**config.mk**
```make
export PLATFORM = sky130hd
export DESIGN_NAME = hevc_config_record_parser_top
export DESIGN_NICKNAME = d
export VERILOG_FILES = /design/src/sv/hcrp_pkg.sv /design/src/sv/hcrp_parse_core.sv /design/src/sv/hevc_config_record_parser_top.sv
export SDC_FILE = /design/constraint.sdc
export NUM_CORES = 1
export LEC_CHECK = 0
export BUFFER_PORTS_ARGS = -buffer_cell sky130_fd_sc_hd__buf_2
export CAP_MARGIN = 20
export CORE_MARGIN = 4
export CORE_UTILIZATION = 55
export CTS_BUF_LIST = sky130_fd_sc_hd__clkbuf_4 sky130_fd_sc_hd__clkbuf_8
export DETAILED_ROUTE_END_ITERATION = 10
export HOLD_SLACK_MARGIN = 0.08
export PLACE_DENSITY_LB_ADDON = 0.12
export SYNTH_ARGS = -nofsm -noshare
export SYNTH_HDL_FRONTEND = slang
export SYNTH_HIERARCHICAL = 1
export SYNTH_SLANG_ARGS = --single-unit
```
**constraint.sdc**
```tcl
create_clock -name clk -period 6.2 [get_ports clk]
set_clock_uncertainty 0.05 [all_clocks]
set_input_delay 1.24 -clock clk [delete_from_list [all_inputs] [get_ports clk]]
set_output_delay 1.24 -clock clk [all_outputs]
set_load 0.05 [all_outputs]
```
**src/sv/hcrp_pkg.sv**
```systemverilog
package hcrp_pkg;

    localparam int HDR_POS_W = 5;

    typedef enum logic [4:0] {
        PH_HEADER  = 5'b00001,
        PH_ARRAY   = 5'b00010,
        PH_LEN     = 5'b00100,
        PH_PAYLOAD = 5'b01000,
        PH_DONE    = 5'b10000
    } phase_t;

    localparam logic [2:0] ROLE_HEADER  = 3'd0;
    localparam logic [2:0] ROLE_ARRAY   = 3'd1;
    localparam logic [2:0] ROLE_LEN     = 3'd2;
    localparam logic [2:0] ROLE_PAYLOAD = 3'd3;
    localparam logic [2:0] ROLE_IGNORED = 3'd4;

    localparam logic [2:0] ST_BUSY   = 3'd0;
    localparam logic [2:0] ST_DONE   = 3'd1;
    localparam logic [2:0] ST_SHORT  = 3'd2;
    localparam logic [2:0] ST_BADLEN = 3'd3;
    localparam logic [2:0] ST_TRUNC  = 3'd4;

    localparam logic [1:0] CLS_OTHER = 2'd0;
    localparam logic [1:0] CLS_VPS   = 2'd1;
    localparam logic [1:0] CLS_SPS   = 2'd2;
    localparam logic [1:0] CLS_PPS   = 2'd3;

    localparam logic [5:0] TYPE_VPS = 6'd32;
    localparam logic [5:0] TYPE_SPS = 6'd33;
    localparam logic [5:0] TYPE_PPS = 6'd34;

    localparam logic [1:0] LEN_SIZE_BAD = 2'd2;

    typedef struct packed {
        logic [7:0]  out_byte;
        logic [2:0]  role;
        logic [1:0]  param_class;
        logic        nal_start;
        logic        nal_end;
        logic [2:0]  status;
        logic [1:0]  profile_space;
        logic        tier_flag;
        logic [4:0]  profile_idc;
        logic [7:0]  level_idc;
        logic [1:0]  length_size_minus_one;
        logic [15:0] class_count;
    } result_t;

    function automatic logic [1:0] class_of(input logic [5:0] t);
        logic [1:0] c;
        c = CLS_OTHER;
        if (t == TYPE_VPS) c = CLS_VPS;
        if (t == TYPE_SPS) c = CLS_SPS;
        if (t == TYPE_PPS) c = CLS_PPS;
        return c;
    endfunction

endpackage

```
**src/sv/hcrp_parse_core.sv**
```systemverilog
module hcrp_parse_core #(
    parameter int HEADER_BYTES     = 23,
    parameter int CONSTRAINT_BYTES = 6
) (
    input  logic              clk,
    input  logic              rst_n,
    input  logic              step,
    input  logic [7:0]        in_byte,
    input  logic              in_last,
    output hcrp_pkg::result_t res
);
    import hcrp_pkg::*;

    localparam logic [HDR_POS_W-1:0] POS_PROFILE = HDR_POS_W'(1);
    localparam logic [HDR_POS_W-1:0] POS_LEVEL   = HDR_POS_W'(6 + CONSTRAINT_BYTES);
    localparam logic [HDR_POS_W-1:0] POS_LENSIZE = HDR_POS_W'(HEADER_BYTES - 2);
    localparam logic [HDR_POS_W-1:0] POS_ARRAYS  = HDR_POS_W'(HEADER_BYTES - 1);

    phase_t               phase_reg, phase_next;
    logic [HDR_POS_W-1:0] hpos_reg, hpos_next;
    logic [7:0]           profile_reg, profile_next;
    logic [7:0]           level_reg, level_next;
    logic [1:0]           lsize_reg, lsize_next;
    logic [7:0]           arrays_reg, arrays_next;
    logic [5:0]           atype_reg, atype_next;
    logic [15:0]          sets_reg, sets_next;
    logic [1:0]           fbi_reg, fbi_next;
    logic [15:0]          pay_reg, pay_next;
    logic [2:0]           status_reg, status_next;
    logic [15:0]          vps_reg, vps_next;
    logic [15:0]          sps_reg, sps_next;
    logic [15:0]          pps_reg, pps_next;

    always_comb
    begin
        logic [15:0] tmp16;
        logic [7:0]  tmp8;
        logic        set_done;
        logic        arr_done;
        logic [1:0]  set_cls;

        phase_next   = phase_reg;
        hpos_next    = hpos_reg;
        profile_next = profile_reg;
        level_next   = level_reg;
        lsize_next   = lsize_reg;
        arrays_next  = arrays_reg;
        atype_next   = atype_reg;
        sets_next    = sets_reg;
        fbi_next     = fbi_reg;
        pay_next     = pay_reg;
        status_next  = status_reg;
        vps_next     = vps_reg;
        sps_next     = sps_reg;
        pps_next     = pps_reg;
        set_done     = 1'b0;
        arr_done     = 1'b0;
        tmp16        = 16'h0;
        tmp8         = 8'h0;
        set_cls      = class_of(atype_reg);

        res.out_byte    = in_byte;
        res.role        = ROLE_IGNORED;
        res.param_class = CLS_OTHER;
        res.nal_start   = 1'b0;
        res.nal_end     = 1'b0;
        res.class_count = 16'h0;

        if (status_reg == ST_BUSY)
        begin
            case (phase_reg)
                PH_HEADER:
                begin
                    res.role = ROLE_HEADER;
                    if (hpos_reg == POS_PROFILE)
                        profile_next = in_byte;
                    if (hpos_reg == POS_LEVEL)
                        level_next = in_byte;
                    if (hpos_reg == POS_LENSIZE)
                    begin
                        lsize_next = in_byte[1:0];
                        if (in_byte[1:0] == LEN_SIZE_BAD)
                            status_next = ST_BADLEN;
                    end
                    if (hpos_reg >= POS_ARRAYS)
                    begin
                        if (status_next == ST_BUSY)
                        begin
                            arrays_next = in_byte;
                            vps_next    = 16'h0;
                            sps_next    = 16'h0;
                            pps_next    = 16'h0;
                            fbi_next    = 2'd0;
                            if (in_byte == 8'h0)
                            begin
                                phase_next  = PH_DONE;
                                status_next = ST_DONE;
                            end
                            else
                            begin
                                phase_next = PH_ARRAY;
                            end
                        end
                    end
                    else
                    begin
                        hpos_next = hpos_reg + HDR_POS_W'(1);
                    end
                end
                PH_ARRAY:
                begin
                    res.role = ROLE_ARRAY;
                    case (fbi_reg)
                        2'd0:
                        begin
                            atype_next = in_byte[5:0];
                            fbi_next   = 2'd1;
                        end
                        2'd1:
                        begin
                            sets_next = {in_byte, 8'h0};
                            fbi_next  = 2'd2;
                        end
                        default:
                        begin
                            tmp16     = sets_reg | {8'h0, in_byte};
                            sets_next = tmp16;
                            fbi_next  = 2'd0;
                            if (tmp16 == 16'h0)
                                arr_done = 1'b1;
                            else
                                phase_next = PH_LEN;
                        end
                    endcase
                end
                PH_LEN:
                begin
                    res.role = ROLE_LEN;
                    if (fbi_reg == 2'd0)
                    begin
                        pay_next = {in_byte, 8'h0};
                        fbi_next = 2'd1;
                    end
                    else
                    begin
                        tmp16    = pay_reg | {8'h0, in_byte};
                        pay_next = tmp16;
                        fbi_next = 2'd0;
                        if (tmp16 == 16'h0)
                            set_done = 1'b1;
                        else
                            phase_next = PH_PAYLOAD;
                    end
                end
                PH_PAYLOAD:
                begin
                    res.role      = ROLE_PAYLOAD;
                    res.nal_start = (fbi_reg == 2'd0);
                    fbi_next      = 2'd1;
                    tmp16         = pay_reg - 16'd1;
                    pay_next      = tmp16;
                    if (tmp16 == 16'h0)
                    begin
                        res.nal_end = 1'b1;
                        set_done    = 1'b1;
                    end
                end
                default:
                begin
                    res.role = ROLE_IGNORED;
                end
            endcase

            if (set_done)
            begin
                if (set_cls == CLS_VPS && vps_reg != 16'hFFFF)
                    vps_next = vps_reg + 16'd1;
                if (set_cls == CLS_SPS && sps_reg != 16'hFFFF)
                    sps_next = sps_reg + 16'd1;
                if (set_cls == CLS_PPS && pps_reg != 16'hFFFF)
                    pps_next = pps_reg + 16'd1;
                tmp16     = sets_reg - 16'd1;
                sets_next = tmp16;
                fbi_next  = 2'd0;
                if (tmp16 == 16'h0)
                    arr_done = 1'b1;
                else
                    phase_next = PH_LEN;
            end

            if (arr_done)
            begin
                tmp8        = arrays_reg - 8'd1;
                arrays_next = tmp8;
                fbi_next    = 2'd0;
                if (tmp8 == 8'h0)
                begin
                    phase_next  = PH_DONE;
                    status_next = ST_DONE;
                end
                else
                begin
                    phase_next = PH_ARRAY;
                end
            end

            if (res.role inside {ROLE_ARRAY, ROLE_LEN, ROLE_PAYLOAD})
            begin
                res.param_class = class_of(atype_next);
                case (res.param_class)
                    CLS_VPS: res.class_count = vps_next;
                    CLS_SPS: res.class_count = sps_next;
                    CLS_PPS: res.class_count = pps_next;
                    default: res.class_count = 16'h0;
                endcase
            end

            if (in_last && status_next == ST_BUSY)
                status_next = (phase_next == PH_HEADER) ? ST_SHORT : ST_TRUNC;
        end

        res.status                = status_next;
        res.profile_space         = profile_next[7:6];
        res.tier_flag             = profile_next[5];
        res.profile_idc           = profile_next[4:0];
        res.level_idc             = level_next;
        res.length_size_minus_one = lsize_next;
    end

    always_ff @(posedge clk or negedge rst_n)
    begin
        if (!rst_n)
        begin
            phase_reg   <= PH_HEADER;
            hpos_reg    <= '0;
            profile_reg <= 8'h0;
            level_reg   <= 8'h0;
            lsize_reg   <= 2'd0;
            arrays_reg  <= 8'h0;
            atype_reg   <= 6'h0;
            sets_reg    <= 16'h0;
            fbi_reg     <= 2'd0;
            pay_reg     <= 16'h0;
            status_reg  <= ST_BUSY;
            vps_reg     <= 16'h0;
            sps_reg     <= 16'h0;
            pps_reg     <= 16'h0;
        end
        else if (step)
        begin
            profile_reg <= profile_next;
            level_reg   <= level_next;
            lsize_reg   <= lsize_next;
            vps_reg     <= vps_next;
            sps_reg     <= sps_next;
            pps_reg     <= pps_next;
            if (in_last)
            begin
                // restart parse, keep header fields and counts
                phase_reg  <= PH_HEADER;
                hpos_reg   <= '0;
                arrays_reg <= 8'h0;
                atype_reg  <= 6'h0;
                sets_reg   <= 16'h0;
                fbi_reg    <= 2'd0;
                pay_reg    <= 16'h0;
                status_reg <= ST_BUSY;
            end
            else
            begin
                phase_reg  <= phase_next;
                hpos_reg   <= hpos_next;
                arrays_reg <= arrays_next;
                atype_reg  <= atype_next;
                sets_reg   <= sets_next;
                fbi_reg    <= fbi_next;
                pay_reg    <= pay_next;
                status_reg <= status_next;
            end
        end
    end

endmodule

```
**src/sv/hevc_config_record_parser_top.sv**
```systemverilog
// HEVC decoder configuration record parser. Feed the record one byte per item on the
// slave side, with tlast on the final byte of the buffer; every input byte yields exactly
// one result item on the master side, tagged with its role, parameter set class and
// nal start/end, plus the decoded header fields, running class count and status.
// Throughput is one byte per clock while the master side accepts results: the whole
// parse-state update for a byte is combinational between the input register and the
// output register. An accepted byte waits in the input register until its result is
// taken into the output register. Errors stay sticky until the last byte, after which
// the parser restarts for the next record; header fields and class counts are kept.
module hevc_config_record_parser_top #(
    parameter int HEADER_BYTES     = 23,
    parameter int CONSTRAINT_BYTES = 6
) (
    input  logic        clk,
    input  logic        rst_n,
    input  logic        s_axis_tvalid,
    output logic        s_axis_tready,
    input  logic [7:0]  s_axis_tdata,   // [7:0] data_byte
    input  logic        s_axis_tlast,   // last_byte
    output logic        m_axis_tvalid,
    input  logic        m_axis_tready,
    // [7:0] out_byte, [10:8] status, [12:11] profile_space, [13] tier_flag,
    // [18:14] profile_idc, [26:19] level_idc, [28:27] length_size_minus_one,
    // [44:29] class_count, [47:45] zero
    output logic [47:0] m_axis_tdata,
    // [2:0] role, [4:3] param_class, [5] nal_start
    output logic [5:0]  m_axis_tuser,
    output logic        m_axis_tlast    // nal_end
);
    import hcrp_pkg::*;

    logic       in_valid_reg, in_valid_next;
    logic [7:0] in_byte_reg;
    logic       in_last_reg;
    logic       out_valid_reg, out_valid_next;
    result_t    out_res_reg;
    result_t    res;
    logic       advance;
    logic       s_accept;
    logic       m_accept;

    assign advance        = in_valid_reg && (!out_valid_reg || m_axis_tready);
    assign s_axis_tready  = !in_valid_reg || advance;
    assign s_accept       = s_axis_tvalid && s_axis_tready;
    assign m_accept       = out_valid_reg && m_axis_tready;
    assign in_valid_next  = s_accept ? 1'b1 : (advance ? 1'b0 : in_valid_reg);
    assign out_valid_next = advance ? 1'b1 : (m_accept ? 1'b0 : out_valid_reg);

    hcrp_parse_core #(
        .HEADER_BYTES     (HEADER_BYTES),
        .CONSTRAINT_BYTES (CONSTRAINT_BYTES)
    ) u_core (
        .clk     (clk),
        .rst_n   (rst_n),
        .step    (advance),
        .in_byte (in_byte_reg),
        .in_last (in_last_reg),
        .res     (res)
    );

    always_ff @(posedge clk or negedge rst_n)
    begin
        if (!rst_n)
        begin
            in_valid_reg  <= 1'b0;
            out_valid_reg <= 1'b0;
        end
        else
        begin
            in_valid_reg  <= in_valid_next;
            out_valid_reg <= out_valid_next;
        end
    end

    always_ff @(posedge clk)
    begin
        if (s_accept)
        begin
            in_byte_reg <= s_axis_tdata;
            in_last_reg <= s_axis_tlast;
        end
        if (advance)
            out_res_reg <= res;
    end

    assign m_axis_tvalid = out_valid_reg;
    assign m_axis_tdata  = {3'b000,
                            out_res_reg.class_count,
                            out_res_reg.length_size_minus_one,
                            out_res_reg.level_idc,
                            out_res_reg.profile_idc,
                            out_res_reg.tier_flag,
                            out_res_reg.profile_space,
                            out_res_reg.status,
                            out_res_reg.out_byte};
    assign m_axis_tuser  = {out_res_reg.nal_start, out_res_reg.param_class, out_res_reg.role};
    assign m_axis_tlast  = out_res_reg.nal_end;

endmodule

```
# Word-level counts from Yosys, hierarchy flattened
# Index checks and enable logic that the tools add are counted.
# op_classes
n_addsub,7
order_cmp,1
eq_ne,32
n_mux,113
bitwise,2
n_reduce_logical,42
# op_table
operator,count
16-bit 2-to-1 mux,22
8-bit 2-to-1 mux,12
5-bit 2-to-1 mux,18
16-bit zero test,4
16-bit one-hot mux with 2 select lines,2
16-bit by 1-bit adder with 16-bit output (second input constant),3
3-bit 2-to-1 mux,16
16-bit != test (second input constant),3
16-bit one-hot mux with 3 select lines,1
6-bit == test (second input constant),6
16-bit by 8-bit bitwise OR with 16-bit output,2
16-bit by 1-bit subtractor with 16-bit output (second input constant),2
2-bit 2-to-1 mux,15
6-bit 2-to-1 mux,5
3-bit nonzero test,6
1-bit 2-to-1 mux,17
8-bit zero test,2
5-bit by 1-bit == test with 1-bit output (second input constant),3
5-bit one-hot mux with 3 select lines,1
3-bit one-hot mux with 4 select lines,1
2-bit == test (second input constant),5
5-bit by 4-bit == test with 1-bit output (second input constant),2
5-bit by 2-bit != test with 1-bit output (second input constant),2
5-bit AND reduction,2
other kinds (25),45
# word_totals
reg_bits,190
inputBits,13
out_inout_bits,57
word_cells,227

# Depth between registers and ports, before layout
# Gate-level depths: netlist of the first run.
# logic_depth
ltp_word,18
mapped_depth,14
mapped_depth_nobuf,10

# By module
# Netlist of the first run, hierarchy kept.
# by_module_without_submodules
mod,instances,cells_per_inst,area_each_um2,seq_area_each_um2
hcrp_parse_core,1,1199,9633.0,3179.3
hevc_config_record_parser_top,1,73,1961.9,1881.8

# Worst setup path before layout of the first run
# OpenSTA, ideal clock, no wires.
# synth_timing
path_type,input -> register
start,input m_axis_tready
end,register u_core.pay_reg[2]
setup_time_ns,0.077
arrival_ns,4.301
required_time_ns,6.073
path_slack_ns,1.772
stages,9
n_path_buf,0
path_cell_list,nand2b_1 > and2_1 > nand2_1 > nor2_1 > nand2_1 > a21oi_1 > nand2b_1 > o21ai_0 > a21oi_1
# synth_via
elab_chain_len,3
# synth_lines
item,line,text
from (decl),hevc_config_record_parser_top.sv:21,"input logic m_axis_tready,"
1-bit logical OR,hevc_config_record_parser_top.sv:42,assign advance = in_valid_reg && (!out_valid_reg || m_axis_tready);
1-bit logical AND,hevc_config_record_parser_top.sv:42,
via advance,hevc_config_record_parser_top.sv:38,logic advance;
3-bit AND reduction (no line),-,
to (signal assigned),hcrp_parse_core.sv:277,pay_reg <= pay_next;
to (decl),hcrp_parse_core.sv:28,"logic [15:0] pay_reg, pay_next;"
# The timed path passes the listed nets, and every way through them passes these cells.
# A chain may end at the register's enable or synchronous reset.

# Worst setup path in the final report of the first run
# layout_timing
start,register u_core.pay_reg[0]
end,"register out_res_reg (netlist bit m_axis_tdata[37]), data pin"
# layout_via
elab_chain_len,8
word_cells_on_any_way,13
classes_between,add/sub: 1; mux: 9; bitwise: 1; reduce/logical: 2
# layout_lines
item,line,text
branches (longest 4 deep; another with 16-bit by 1-bit subtractor with 16-bit output),-,
1-bit one-hot mux with 2 select lines *,hcrp_parse_core.sv:71,case (phase_reg)
1-bit 2-to-1 mux *,hcrp_parse_core.sv:69,if (status_reg == ST_BUSY)
16-bit 2-to-1 mux,hcrp_parse_core.sv:174,if (set_done)
16-bit one-hot mux with 3 select lines *,hcrp_parse_core.sv:210,case (res.param_class)
to (signal assigned),hevc_config_record_parser_top.sv:83,out_res_reg <= res;
to (decl),hevc_config_record_parser_top.sv:36,result_t out_res_reg;
# Every way passes the cells marked *. The select of a mux whose other input is x is not followed.

==> summary.md, run 1 <==
| Metric | Value |
|---|---|
| Run status | completed |
| Core area | roughly 20000 um^2 |
| Tcrit/Tclk final | a little over two thirds |
| Worst r2r src | u_core/pay_reg[0] |
| Vias in the first global route | ~9400 |
| EDFF count, synth | 61 |
| Worst Setup Start Kind | flip-flop |
| RSZ-0062 raised after global routing | false |
| Worst EP arrival | 4530 ps |
| Worst-Skew Late Latency | about 490 ps |
| P_int | 1992 uW |
| DR vias | about 10000 |
| Worst vdd ir | roughly 0.00019 V |
| P_sw | between 1000 and 1500 uW |
| Combinational fraction of design power | between 20% and 30% |
| Max reg flops | 45 |
| Clock buffer depth | 2 |
| CP required | between 6000 and 7000 ps |
| Setup TNS | 0 ps |
| Std-Cell Rows | 52 |
| Post-DP HPWL | approximately 22000 um |
| Dominant cells by area after synthesis | dfrtp_1 28%, edfxtp_1 16%, o21ai_0 6.1% |
| Hold Slack | 459.9 ps |
| Measured slew at the worst slew-check pin | about 1200 ps |
| Post-Syn Area | between 10000 and 15000 um^2 |
| Cell taking the most area after synthesis | dfrtp_1 |
| Starting Density | between 50% and 60% |
| Gr ovfl total | 0 |
| Post-synthesis sequential area ratio | roughly 44% |
| Root Buffer | clkbuf_8 |
| P_leak | between 0.004 and 0.005 uW |
| Sequential share of power | approximately half |
| Synth top area share | between 20 and 30% |
| Fin nets | 1303 |
| Drt drc | 0 |
| Final ANT Viol Nets | 0 |
| Synth Register Bits | 190 |
| DRT iter0 DRCs | 1186 |
| Post-CTS Setup Bufs | 0 |
| P&R area growth vs syn | 6.831% |
| Clk pwr share | between 20 and 30% |
| Die H | roughly 150 um |
| Synth async-reset ratio | roughly two thirds |
| Max-cap viol count | 0 |
| H-tree depth | 4 |
| Ports | 70 |
| Clock Sinks | 190 |
| Start point of the critical path | u_core/pay_reg[0] |
| Routed WL | between 30000 and 40000 um |
| Hold Crit Start | u_core/atype_reg[5] |
| Die width | about 150 um |
| Setup violations, final | 0 |
| Sw frac | a little over a third |
| Min-delay worst type | flip-flop to flip-flop |
| Max Transition Viols Final | 0 |
| Share of layout cells above drive strength 1 | around 15% |
| Synthesized instance count | 1272 |
| Mapped Avg Cell Area | between 9 and 10 um^2 |
| Largest net degree at the start of global routing | 76 |
| Worst Path Max Fanout | 22 |
| Post-CTS sizing | 0 |
| PortBufs | 66 |
| Slew HR | between 20% and 30% |
| Die area | between 20000 and 25000 um^2 |
| Total number of yosys warnings | 6 |
| Overall Global Routing Usage | 27.84% |
| Routability cong. | 0.9084 |
| Initial antenna violation count | 0 |
| Yosys cell types | a little under 90 |
| CTS Buf Count | 17 |
| CP Class | flip-flop to flip-flop |
| Worst setup EP type | flip-flop |
| Worst-path clk slew | 120 ps |
| First-pass GRT wire length | between 50000 and 60000 um |
| # hold bufs at CTS | 0 |
| WL per Instance | 21.21 um |
| Final Hold Viols | 0 |
| Top_reg_cell synth | dfrtp_1 |
| Achievable Freq | roughly 230 MHz |
| # diodes | 0 |
| CTS tree | yes |
| DR pass1 iterations | 6 |
| Power per cell area | between 200 and 300 nW/um^2 |
| Via density | around 6.6 |
| Final Critical Period | approximately 4400 ps |
==> final cells by class <==
| class | count | area [um^2] |
|---|---|---|
| well taps | 270 | 337.8 |
| inverters | 17 | 63.81 |
| multi-input cells | 969 | 6027 |
| clock inverters | 15 | 206.4 |
| fillers | 1793 | 8108 |
| flip-flops and latches | 190 | 5061 |
| clock buffers | 17 | 234.0 |
| repair buffers | 82 | 456.7 |
==> logic make-up after synthesis <==
logic type | Yosys count | synth area share [%]
AO/OA/AOI/OAI | 390 | 22.26
AND/OR/NAND/NOR | 492 | 21.84
other | 1 | 0.03234
adder cells (fa/ha/maj) | 13 | 1.403
multiplexers | 53 | 4.996
flip-flops | 190 | 43.65
buffers and inverters | 115 | 4.457
XOR/XNOR | 18 | 1.360
==> stage by stage <==
stage          instances  setup slack, ps  total power (uW)  util [%]  instance area, um^2
5_1_grt             1560             1615              3279     60.44                12390
4_1_cts             1559             1923              3139     60.40                12380
3_3_place_gp        1527             2011              2242     58.25                11940
2_1_floorplan       1274             1772              2063         -                11600
3_5_place_dp        1527             1960              2259     58.25                11940
6_report            1560             1819              3130     60.44                12390
==> cells in the final DEF, fill, tap and decap left out, types with 34 or more instances in the layout <==
cell type,instances
a21oi_1,60
a31oi_1,34
buf_2,65
dfrtp_1,128
edfxtp_1,61
mux2_2,39
nand2_1,131
nand3_1,53
nor2_1,86
nor3_1,47
o21ai_0,141
==> critical path, cell delays in order (launching register included) <==
cell       delay, ps
dfrtp_1          500
inv_1            100
ha_1             330
or3b_2           520
o41ai_1          390
nor4b_1          470
nand4_1          150
buf_4            290
a2111oi_2        580
mux2i_1          180
a22oi_1          410
a21oi_1          130
==> path summary, 6_finish.rpt <==
path	end	slack (ps)	depth (start not counted)
max	m_axis_tdata[37]	1820	11
min	u_core/atype_reg[5]	460	1
max reg2reg	m_axis_tdata[37]	1820	11
min reg2reg	u_core/atype_reg[5]	460	1
max in group asynchronous	u_core/atype_reg[3]	4110	2
min in group asynchronous	u_core/pay_reg[0]	710	1
==> metal layers <==
layer | vias to the layer above | global-route usage (%) | wire (um)
li1 | 4773 | - | -
met1 | 5024 | 43.42 | 15200
met2 | 495 | 39.55 | 14450
met3 | 49 | 5.372 | 2863
met4 | 0 | 7.552 | 574
met5 | - | 0 | 0
==> synthesized netlist by cell type (8+ instances only) <==
master,n
buf_4,12
o21ai_0,141
a22o_1,14
nor4_1,20
a21oi_1,60
nand4_1,15
nand2b_1,15
mux2_2,39
dfrtp_1,128
nor2_1,86
nor3_1,47
nand2_1,131
and3_1,33
and2_1,13
or4_1,10
or3_1,17
nand3_1,53
inv_1,17
a31oi_1,34
o41ai_1,8
mux2i_1,14
o21a_1,12
buf_2,14
xor2_1,13
ha_1,13
edfxtp_1,61
clkbuf_1,67
o31ai_1,24
==> power groups by stage <==
stage	Clock (uW)	Sequential [uW]	Combinational, uW
after floorplan	0	1640	424
after global placement	0	1550	696
after detailed placement	0	1550	712
after CTS	903	1520	712
after global routing	960	1540	776
final	889	1530	715
No activity file was read; power rests on OpenSTA's default activity.
==> inputs of run 2 (changes only) <==
- clock period: 6.2 -> 3.71 ns (I/O delays scaled with it)
==> run 2 against run 1 <==
Final cell count rose by 4.9%; power rose by 70%; flip-flop and latch count stayed put; die area unchanged; wire length up 1.9%; largest cell class unchanged; critical endpoint is now m_axis_tdata[43]; maximum frequency up 22%; register-to-register slack worse by 1700 ps.
==> summary.md, run 2 (synthesis results as in run 1) <==
| Metric | Value |
|---|---|
| Commonest cells after routing, fill and taps aside | 141 x o21ai_0, 131 x nand2_1, 128 x dfrtp_1 |
| Combinational fraction of design power | 24.1% (+1.3 points) |
| DR pass1 iterations | 5 (-1) |
| Routed wl met3 | 2762 um (-3.5%) |
| H-tree depth | 4 (unchanged) |
| Sw frac | 37.35% (+0.99 points) |
| Wl on met1 | 15120 um (-0.57%) |
| Slowest stage delay, CP | 600 ps (+20 ps) |
| CTS tree | yes |
| Worst path top cell family by delay | simple AND/OR/NAND/NOR gates |
| # hold bufs at CTS | 0 (unchanged) |
| Final Critical Period | 3595 ps (-786.0 ps) |
| Worst vdd ir | 0.0004109 V (+110%) |
| Routed WL | 33700 um (+1.9%) |
| Min-delay worst type | input port to async pin |
| Die H | 153.2 um (unchanged) |
| Worst setup EP type | flip-flop |
| Setup violations, final | 0 (unchanged) |
| Share of layout cells above drive strength 1 | 20.35% (+5.4 points) |
| PortBufs | 66 (unchanged) |
| FF-to-FF End | m_axis_tdata[43] |
| DR vias | 10600 (+2.5%) |
| Largest net degree at the start of global routing | 70 (-7.9%) |
| Vias in the first global route | 10090 (+7.7%) |
| Final Instance Area | 13090 um^2 (+5.7%) |
| DRT iter0 DRCs | 1154 (-2.7%) |
| Clock buffer depth | 2 (unchanged) |
| Met2 WL post-DR | 15100 um (+4.5%) |
| Final Hold Viols | 0 (unchanged) |
| Starting Density | 56.58% (unchanged) |
| Sequential share of power | 47.2% (-1.5 points) |
| Initial antenna violation count | 0 (unchanged) |
| Crit path cell chain | or4_1 -> or4_4 -> or3_4 -> or2_4 -> buf_4 -> a211oi_1 -> xor2_1 -> a222oi_1 -> nor2_1 |
| DP Area | 12510 um^2 (+4.8%) |
| P&R area growth vs syn | 12.88% |
| Std-Cell Rows | 52 (unchanged) |
| # diodes | 0 (unchanged) |
| Reg2reg path depth | 9 (-2) |
| Die width | 153.2 um (unchanged) |
| Ports | 70 (unchanged) |
| Run status | completed |
| Power per cell area | 407.3 nW/um^2 (+61%) |
| Worst Path Max Fanout | 9 (-59%) |
| P_sw | 1991 uW (+75%) |
| Final cell count without fillers | 1636 (+4.9%) |
| WP buf/inv | 1 (-1) |
| Final ANT Viol Nets | 0 (unchanged) |
| Worst-path clk slew | 120 ps (about the same) |
| Placed insts | 1597 (+4.6%) |
| Commonest non-fill, non-tap cell in the layout | o21ai_0 |
| Achievable Freq | 278.1 MHz (+22%) |
| CTS Buf Count | 17 (unchanged) |
| First-pass GRT wire length | 54430 um (+3.6%) |
| P_int | 3340 uW (+68%) |
| Clock Sinks | 190 (unchanged) |
| Routability cong. | 0.9221 (+1.5%) |
| Fillers | 1755 (-2.1%) |
| CP required | 3900 ps (-2450 ps) |
| Fin nets | 1379 (+5.8%) |
| CP Class | flip-flop to flip-flop |
| Tcrit/Tclk final | 96.91% (+26 points) |
| Measured slew at the worst slew-check pin | 1035 ps (-118.6 ps) |
| Top routing layer in use | met4 |
| Via density | 6.479 (-2.3%) |
| Max reg flops | 45 (unchanged) |
| Overall Global Routing Usage | 28.54% (+0.71 points) |
| Gr ovfl total | 0 (unchanged) |
| Worst-Skew Late Latency | 480 ps (about the same) |
| Slew HR | 30.77% (+7.9 points) |
| Worst Setup Start Kind | flip-flop |
| Max-cap viol count | 0 (unchanged) |
| Clk pwr share | 28.8% (+0.4 points) |
| P_leak | 0.005398 uW (+8.0%) |
| Core area | 20490 um^2 (unchanged) |
| Root Buffer | clkbuf_8 |
| WL per Instance | 20.60 um (-2.9%) |
| R2r setup slk | 110 ps (-1700 ps) |
| Worst EP arrival | 3780 ps (-750 ps) |
| Crit-path slowest cell | or4_4 |
| Worst r2r src | u_core/pay_reg[2] |
| Tot Pwr | 5331 uW (+70%) |
| Post-DP HPWL | 23300 um (+5.8%) |
| Max Transition Viols Final | 0 (unchanged) |
| Die area | 23470 um^2 (unchanged) |
| Drt drc | 0 (unchanged) |
## run 2: area by class of cell
cell class	count	area, um^2	area share [%]
multi-input combinational	970	6100	46.60
sequential	190	5061	38.67
clock buffer	17	234.0	1.788
tap	270	337.8	2.581
clock inverter	15	222.7	1.702
inverter	17	63.81	0.4875
timing repair buffer	157	1070	8.173
## run 2: through the flow
step / hold slack [ps] / setup WS [ps] / utilization [%] / setup TNS [ps]
6_report: 157.3 / 114.7 / 63.86 / 0
5_1_grt: 204.3 / -27.28 / 63.86 / -66.68
4_1_cts: 221.4 / 70.23 / 63.26 / 0
3_5_place_dp: 427.8 / 115.5 / 61.03 / 0
3_3_place_gp: 427.3 / 178.6 / 61.03 / 0
2_1_floorplan: 396.4 / 39.08 / - / 0
## run 2: how the worst max path moves through the flow
stage / slack [ps] / end / start / cells after the start
CTS: 70 / m_axis_tdata[34] / u_core/pay_reg[1] / 9
floorplan: 40 / m_axis_tdata[43] / u_core/pay_reg[0] / 12
global route: -30 / u_core/arrays_reg[3] / u_core/sets_reg[0] / 12
detailed placement: 120 / m_axis_tdata[34] / u_core/pay_reg[1] / 9
global placement: 180 / m_axis_tdata[43] / u_core/pay_reg[2] / 9
finish: 110 / m_axis_tdata[43] / u_core/pay_reg[2] / 9
## run 2: timing repair
action                     in CTS  in global routing
setup buffers                   0                  6
gates resized for setup         0                 10
setup endpoints to repair       0                 28
## run 2: per-layer routing
layer	track usage [%]	up-vias
met2	42.82	490
met5	0	-
li1	-	4944
met3	5.315	56
met1	42.11	5110
met4	9.122	0
## run 2: power groups by stage
stage | sequential (uW) | combinational [uW] | clock [uW]
after detailed placement | 2550 | 1270 | 0
final | 2510 | 1280 | 1530
after global routing | 2540 | 1400 | 1660
after CTS | 2510 | 1270 | 1570
after global placement | 2550 | 1250 | 0
after floorplan | 2740 | 708 | 0
